===== src/rtl/core/touch_pad_baseline_detector_macros.svh =====
// Assertion helpers shared by the touch pad detector RTL.
// Each macro expects signals named clk and rst_n in the calling scope.
`ifndef TOUCH_PAD_BASELINE_DETECTOR_MACROS_SVH
`define TOUCH_PAD_BASELINE_DETECTOR_MACROS_SVH

// Same-cycle implication.
`define TPBD_ASSERT_IMP(lbl, ante, cons, msg) \
    lbl: assert property (@(posedge clk) disable iff (!rst_n) (ante) |-> (cons)) else $error(msg);

// Next-cycle implication.
`define TPBD_ASSERT_NEXT(lbl, ante, cons, msg) \
    lbl: assert property (@(posedge clk) disable iff (!rst_n) (ante) |=> (cons)) else $error(msg);

`endif


===== src/rtl/core/tpbd_pkg.sv =====
package tpbd_pkg;

    localparam int PadWidth   = 3;
    localparam int CountWidth = 17;
    localparam int ThrWidth   = 16;
    localparam int RepWidth   = 4;
    localparam int PadCount   = 8;
    localparam int ScaleShift = 8;     // 8.8 threshold: count is scaled by 256
    localparam int ProdWidth  = ThrWidth + CountWidth;
    localparam int AddrWidth  = 3;
    localparam int DataWidth  = 32;

    localparam logic [RepWidth-1:0]   RepeatMax      = '1;
    localparam logic [CountWidth-1:0] CountInit      = '1;
    localparam logic [ThrWidth-1:0]   ThresholdReset = 16'd384;
    localparam logic [RepWidth-1:0]   RepeatsReset   = 4'd8;

    // Register select codes (paddr bit 2)
    localparam logic RegThreshold = 1'b0;
    localparam logic RegRepeats   = 1'b1;

    typedef struct packed {
        logic [ThrWidth-1:0] threshold;
        logic [RepWidth-1:0] repeats;
    } cfg_t;

    // Per-pad state update request
    typedef struct packed {
        logic                  en;
        logic [PadWidth-1:0]   pad;
        logic [CountWidth-1:0] count;
    } upd_t;

endpackage


===== src/rtl/core/tpbd_cfg.sv =====
`include "touch_pad_baseline_detector_macros.svh"

module tpbd_cfg
(
    input  logic                          clk,
    input  logic                          rst_n,
    input  logic                          psel,
    input  logic                          penable,
    input  logic                          pwrite,
    input  logic [tpbd_pkg::AddrWidth-1:0] paddr,
    input  logic [tpbd_pkg::DataWidth-1:0] pwdata,
    output logic [tpbd_pkg::DataWidth-1:0] prdata,
    output tpbd_pkg::cfg_t                cfg
);

    tpbd_pkg::cfg_t cfg_reg;
    tpbd_pkg::cfg_t cfg_next;
    logic           wr_en;
    logic           reg_sel;

    assign wr_en   = psel && penable && pwrite;
    assign reg_sel = paddr[tpbd_pkg::AddrWidth-1];

    always_comb
    begin
        cfg_next = cfg_reg;
        if (wr_en)
        begin
            case (reg_sel)
                tpbd_pkg::RegThreshold:
                    cfg_next.threshold = pwdata[tpbd_pkg::ThrWidth-1:0];
                tpbd_pkg::RegRepeats:
                    cfg_next.repeats = pwdata[tpbd_pkg::RepWidth-1:0];
                default:
                    cfg_next = cfg_reg;
            endcase
        end
    end

    always_comb
    begin
        case (reg_sel)
            tpbd_pkg::RegThreshold:
                prdata = tpbd_pkg::DataWidth'(cfg_reg.threshold);
            tpbd_pkg::RegRepeats:
                prdata = tpbd_pkg::DataWidth'(cfg_reg.repeats);
            default:
                prdata = '0;
        endcase
    end

    always_ff @(posedge clk or negedge rst_n)
    begin
        if (!rst_n)
        begin
            cfg_reg.threshold <= tpbd_pkg::ThresholdReset;
            cfg_reg.repeats   <= tpbd_pkg::RepeatsReset;
        end
        else
        begin
            cfg_reg <= cfg_next;
        end
    end

    assign cfg = cfg_reg;

    `TPBD_ASSERT_NEXT(a_cfg_hold, !wr_en, $stable(cfg_reg), "config changed without a write")

endmodule


===== src/rtl/core/tpbd_state.sv =====
`include "touch_pad_baseline_detector_macros.svh"

module tpbd_state
(
    input  logic                             clk,
    input  logic                             rst_n,
    input  tpbd_pkg::upd_t                   upd,
    input  logic [tpbd_pkg::RepWidth-1:0]    repeats,
    output logic [tpbd_pkg::CountWidth-1:0]  base_new
);

    logic [tpbd_pkg::CountWidth-1:0] base_reg [tpbd_pkg::PadCount];
    logic [tpbd_pkg::RepWidth-1:0]   rep_reg  [tpbd_pkg::PadCount];
    logic [tpbd_pkg::CountWidth-1:0] prev_reg [tpbd_pkg::PadCount];

    logic [tpbd_pkg::CountWidth-1:0] base_cur;
    logic [tpbd_pkg::RepWidth-1:0]   rep_cur;
    logic                            same;
    logic [tpbd_pkg::RepWidth-1:0]   rep_inc;
    logic                            base_wr;
    logic [tpbd_pkg::CountWidth-1:0] base_next;
    logic [tpbd_pkg::RepWidth-1:0]   rep_next;

    assign base_cur = base_reg[upd.pad];
    assign rep_cur  = rep_reg[upd.pad];
    assign same     = (upd.count == prev_reg[upd.pad]);
    // saturating advance
    assign rep_inc  = (rep_cur == tpbd_pkg::RepeatMax) ? tpbd_pkg::RepeatMax
                                                        : rep_cur + 1'b1;
    assign rep_next  = same ? rep_inc : '0;
    assign base_wr   = same && (rep_inc == repeats) && (upd.count < base_cur);
    assign base_next = base_wr ? upd.count : base_cur;
    // judged against the baseline as it stands after this count
    assign base_new  = base_next;

    always_ff @(posedge clk or negedge rst_n)
    begin
        if (!rst_n)
        begin
            for (int i = 0; i < tpbd_pkg::PadCount; i++)
            begin
                base_reg[i] <= tpbd_pkg::CountInit;
                rep_reg[i]  <= tpbd_pkg::RepeatMax;
                prev_reg[i] <= tpbd_pkg::CountInit;
            end
        end
        else if (upd.en)
        begin
            base_reg[upd.pad] <= base_next;
            rep_reg[upd.pad]  <= rep_next;
            prev_reg[upd.pad] <= upd.count;
        end
    end

    `TPBD_ASSERT_IMP(a_base_lowers, upd.en && base_wr, base_next < base_cur, "baseline rose")

endmodule


===== src/rtl/core/tpbd_cmp.sv =====
module tpbd_cmp
(
    input  logic [tpbd_pkg::CountWidth-1:0] count,
    input  logic [tpbd_pkg::CountWidth-1:0] base,
    input  logic [tpbd_pkg::ThrWidth-1:0]   threshold,
    output logic                            touched
);

    logic [tpbd_pkg::CountWidth+tpbd_pkg::ScaleShift-1:0] lhs;
    logic [tpbd_pkg::ProdWidth-1:0]                       rhs;

    // full-width product, never wraps
    assign lhs = {count, tpbd_pkg::ScaleShift'(0)};
    assign rhs = tpbd_pkg::ProdWidth'(threshold) * tpbd_pkg::ProdWidth'(base);
    assign touched = (tpbd_pkg::ProdWidth'(lhs) > rhs);

endmodule


===== src/rtl/core/touch_pad_baseline_detector.sv =====
// An accepted request moves through s1, s2 and the result register before its result shows.
// Throughput: one request per cycle; each pipeline stage moves whenever the next has room.
// Per-pad state sits in flip-flops and is read and written by the one state stage.
// Reset (rst_n, async, low) empties the pipeline, sets baseline and previous count
// to all ones, repeat counters to 15, threshold to 384 and repeats to 8.
`include "touch_pad_baseline_detector_macros.svh"

module touch_pad_baseline_detector
(
    input  logic        clk,
    input  logic        rst_n,
    // slave stream: [2:0] pad_index, [19:3] discharge_count, [23:20] zero
    input  logic        s_axis_tvalid,
    output logic        s_axis_tready,
    input  logic [23:0] s_axis_tdata,
    // master stream: [2:0] pad_number, [3] touched, [7:4] zero
    output logic        m_axis_tvalid,
    input  logic        m_axis_tready,
    output logic [7:0]  m_axis_tdata,
    // register port
    input  logic        psel,
    input  logic        penable,
    input  logic        pwrite,
    input  logic [2:0]  paddr,
    input  logic [31:0] pwdata,
    output logic [31:0] prdata,
    output logic        pready
);

    localparam int PW = tpbd_pkg::PadWidth;
    localparam int CW = tpbd_pkg::CountWidth;

    // Three registered stages: input (s1), state update (s2), result (out).
    // Ready flows backward stage by stage so bubbles are filled even while
    // the result register waits on the sink.
    logic          s1_valid_reg, s1_valid_next;
    logic [PW-1:0] s1_pad_reg;
    logic [CW-1:0] s1_count_reg;

    logic          s2_valid_reg, s2_valid_next;
    logic [PW-1:0] s2_pad_reg;
    logic [CW-1:0] s2_count_reg;
    logic [CW-1:0] s2_base_reg;

    logic          out_valid_reg, out_valid_next;
    logic [PW-1:0] out_pad_reg;
    logic          out_touched_reg;

    logic rdy_out, rdy2, rdy1;
    logic take_in, mv12, mv2o;

    tpbd_pkg::cfg_t  cfg;
    tpbd_pkg::upd_t  upd;
    logic [CW-1:0]   base_new;
    logic            touched;

    assign rdy_out = !out_valid_reg || m_axis_tready;
    assign rdy2    = !s2_valid_reg || rdy_out;
    assign rdy1    = !s1_valid_reg || rdy2;

    assign take_in = s_axis_tvalid && rdy1;
    assign mv12    = s1_valid_reg && rdy2;
    assign mv2o    = s2_valid_reg && rdy_out;

    assign s_axis_tready = rdy1;
    assign pready        = 1'b1;

    tpbd_cfg u_cfg
    (
        .clk     (clk),
        .rst_n   (rst_n),
        .psel    (psel),
        .penable (penable),
        .pwrite  (pwrite),
        .paddr   (paddr),
        .pwdata  (pwdata),
        .prdata  (prdata),
        .cfg     (cfg)
    );

    // State is touched exactly when an item leaves s1, so the next item
    // for the same pad always sees the updated entry.
    assign upd.en    = mv12;
    assign upd.pad   = s1_pad_reg;
    assign upd.count = s1_count_reg;

    tpbd_state u_state
    (
        .clk      (clk),
        .rst_n    (rst_n),
        .upd      (upd),
        .repeats  (cfg.repeats),
        .base_new (base_new)
    );

    // Multiply and compare sit alone between s2 and the result register.
    tpbd_cmp u_cmp
    (
        .count     (s2_count_reg),
        .base      (s2_base_reg),
        .threshold (cfg.threshold),
        .touched   (touched)
    );

    assign s1_valid_next  = take_in ? 1'b1 : (rdy2 ? 1'b0 : s1_valid_reg);
    assign s2_valid_next  = mv12 ? 1'b1 : (rdy_out ? 1'b0 : s2_valid_reg);
    assign out_valid_next = mv2o ? 1'b1 : (m_axis_tready ? 1'b0 : out_valid_reg);

    always_ff @(posedge clk or negedge rst_n)
    begin
        if (!rst_n)
        begin
            s1_valid_reg  <= 1'b0;
            s2_valid_reg  <= 1'b0;
            out_valid_reg <= 1'b0;
        end
        else
        begin
            s1_valid_reg  <= s1_valid_next;
            s2_valid_reg  <= s2_valid_next;
            out_valid_reg <= out_valid_next;
        end
    end

    // payload, no reset
    always_ff @(posedge clk)
    begin
        if (take_in)
        begin
            s1_pad_reg   <= s_axis_tdata[PW-1:0];
            s1_count_reg <= s_axis_tdata[PW+CW-1:PW];
        end
        if (mv12)
        begin
            s2_pad_reg   <= s1_pad_reg;
            s2_count_reg <= s1_count_reg;
            s2_base_reg  <= base_new;
        end
        if (mv2o)
        begin
            out_pad_reg     <= s2_pad_reg;
            out_touched_reg <= touched;
        end
    end

    assign m_axis_tvalid = out_valid_reg;
    assign m_axis_tdata  = {4'b0000, out_touched_reg, out_pad_reg};

    `TPBD_ASSERT_IMP(a_empty_ready, !s1_valid_reg, s_axis_tready, "empty input stage refused a request")
    `TPBD_ASSERT_NEXT(a_s1_to_s2, s1_valid_reg && rdy2, s2_valid_reg, "request lost between stages")

endmodule


===== config.mk =====
export PLATFORM = sky130hd
export DESIGN_NAME = touch_pad_baseline_detector
export DESIGN_NICKNAME = d
export VERILOG_FILES = /design/src/rtl/core/tpbd_pkg.sv /design/src/rtl/core/tpbd_cfg.sv /design/src/rtl/core/tpbd_state.sv /design/src/rtl/core/tpbd_cmp.sv /design/src/rtl/core/touch_pad_baseline_detector.sv
export VERILOG_INCLUDE_DIRS = /design/src /design/src/rtl/core
export SDC_FILE = /design/constraint.sdc
export NUM_CORES = 1
export LEC_CHECK = 0
export BUFFER_PORTS_ARGS = -buffer_cell sky130_fd_sc_hd__buf_2
export CORE_MARGIN = 1
export CORE_UTILIZATION = 60
export CTS_CLUSTER_SIZE = 8
export DETAILED_ROUTE_END_ITERATION = 16
export PLACE_DENSITY = 0.76
export SLEW_MARGIN = 25
export SYNTH_ARGS = -nofsm -noshare
export SYNTH_HDL_FRONTEND = slang
export SYNTH_SLANG_ARGS = --single-unit

===== constraint.sdc =====
create_clock -name clk -period 9.2 [get_ports clk]
set_clock_uncertainty 0.15 [all_clocks]
set_input_delay 0.46 -clock clk [delete_from_list [all_inputs] [get_ports clk]]
set_output_delay 0.46 -clock clk [all_outputs]
set_load 0.03 [all_outputs]

==> impl_metrics.env <==
export IMPL_min_path_type="input pin to flop"
export IMPL_finalCritPeriodShare_pct=94.43
export IMPL_route_detailed_drc=0
export IMPL_htree_levels=2
export IMPL_initial_core_util_pct=61.15
export IMPL_crit_buf_inv=6
export IMPL_num_vias=19046
export IMPL_timing_fmax_mhz=115.1
export IMPL_clock_latency_ps=610
export IMPL_fill_cells=3285
export IMPL_cp_arrival_ps=8890
export IMPL_yosys_top_cells_area="dfstp_2 (30%), fa_1 (15%), mux2_2 (7.5%)"
export IMPL_yosysTopAreaCell="dfstp_2"
export IMPL_clock_sinks=388
export IMPL_finalHoldViolations=0
export IMPL_synth_top_cell_area_share_pct=29.63
export IMPL_place_congestion=0.9030
export IMPL_synthFlopType="dfstp_2"
export IMPL_endpoint_kind="flop"
export IMPL_first_pass_iters=5
export IMPL_fin_worst_hold_slack_ps=14.87
export IMPL_regArea_um2=10400
export IMPL_antenna_found_initial=2
export IMPL_die_w_um=215.0
export IMPL_syn_avg_cell_area_um2=10.75
export IMPL_mostFrequentLayoutCell="nand2_1"
export IMPL_die_area_um2=46220
export IMPL_grt_usage_pct=30.29
export IMPL_cp_top_family="adder cells"
export IMPL_rsz0062_at_grt="no"
export IMPL_wl_um=68060
export IMPL_critPathSlowestCell="edfxtp_1"
export IMPL_ys_seq_area_share_pct=38.20
export IMPL_finalSetupTns_ps=0
export IMPL_multi_input_area_um2=15060
export IMPL_postCtsSetupBuffers=0
export IMPL_max_stage_delay_ps=680
export IMPL_status="finished, final reports clean"
export IMPL_dp_hpwl_um=46090
export IMPL_area_growth_pct=9.878
export IMPL_synth_seq_cells=388
export IMPL_grt_pass1_wl_um=109400
export IMPL_ys_async_sr_fraction_pct=84.28
export IMPL_setup_violations=0
export IMPL_start_kind="flop"
export IMPL_synth_edf_count=61
export IMPL_worst_setup_path_type="flop to flop"
export IMPL_drive_above_1_share_pct=27.63
export IMPL_cts_root_buf="clkbuf_16"
export IMPL_slew_headroom_pct=30.97
export IMPL_io_pins=109
export IMPL_layout_min_cycle_time_ps=8688
export IMPL_worstMarginPinSlew_ps=1036
export IMPL_drt_iter0_markers=1603
export IMPL_drv_slew=0
export IMPL_io_buffers=65
export IMPL_rows=77
export IMPL_grt_pass1_vias=20055
export IMPL_grt_max_degree=178
export IMPL_synth_area_um2=27220
export IMPL_synthCells=2533
export IMPL_final_cell_mix="nand2_1 (366), dfstp_2 (307), inv_1 (279)"
export IMPL_drv_cap=0
export IMPL_viasPerCell=5.974
export IMPL_cts_tree="yes"
export IMPL_final_nets=2985
export IMPL_cts_path_max_buffers=3
export IMPL_required_ps=9400
export IMPL_ant_nets=0
export IMPL_cts_inserted_buffers=55
export IMPL_crit_path_frequent_cell="fa_1"
export IMPL_core_area_um2=44510
export IMPL_cp_max_fo=11
export IMPL_die_y_um=215.0
export IMPL_wl_per_cell_um=21.35
export IMPL_synth_warnings=0
export IMPL_synth_cell_types=63
export IMPL_grt_overflow=0
export IMPL_clk_pin_slew_ps=50
## final cells by class
cell class | instances | share of cell area [%]
multi-input combinational | 1703 | 50.35
sequential | 388 | 34.77
clock buffer | 76 | 5.003
timing repair buffer | 142 | 3.581
inverter | 282 | 3.539
tap | 592 | 2.477
clock inverter | 4 | 0.2719
antenna | 1 | 0.008367
## path summary, 6_finish.rpt
check                      slack (ps)           start              endpoint  cells past startpoint
max in group asynchronous        7400           rst_n          u_cfg.cfg[9]                      4
setup reg to reg                  510  s2_base_reg[5]       out_touched_reg                     33
setup / recovery                  510  s2_base_reg[5]       out_touched_reg                     33
hold reg to reg                   270   s2_pad_reg[0]        out_pad_reg[0]                      0
hold / removal                     10       pwdata[0]          u_cfg.cfg[0]                      2
min in group asynchronous         490           rst_n  u_state.base_reg[34]                      2
## synth_stat cells (all sizes together), types with 43 or more instances
cell    number
a21oi       46
and2       126
buf         65
clkbuf     114
dfstp      307
edfxtp      61
fa         208
ha         139
inv        282
mux2       182
mux2i       50
nand2      374
nor2        43
o21ai      212
## through the flow
step	cells	instance area (um2)	utilization [%]	setup slack, ps
2_1_floorplan	2552	27290	-	1447
3_3_place_gp	3070	27900	62.69	768.2
3_5_place_dp	3071	27930	62.75	639.7
4_1_cts	3184	29840	67.04	578.2
5_1_grt	3187	29910	67.19	82.34
6_report	3188	29910	67.20	512.3
## routing by layer
layer,global-route usage (%),part of all wire [%]
met3,6.454,7.8
met1,40.47,41
met4,10.66,3.7
met2,49.13,48
met5,0,0.019
## cells by family after synthesis
kind of cell             count (synthesis)  synth area share [%]
flip-flops                             388                 38.20
AO/OA/AOI/OAI                          396                 8.830
adder cells (fa/ha/maj)                347                 21.69
buffers and inverters                  461                 6.881
other                                    2               0.02759
multiplexers                           259                 12.14
XOR/XNOR                                41                 1.319
AND/OR/NAND/NOR                        639                 10.91
## timing repair
| action | 4_1_cts | 5_1_grt |
|---|---|---|
| endpoints found under the hold margin | 33 | 48 |
| setup endpoints to repair | 0 | 1 |
| hold buffers | 33 | 1 |
| gates resized for setup | 0 | 1 |
Power is left out: the tool's default activity adds up to more than one toggle a clock period on the data nets, which glitch-free logic cannot reach.
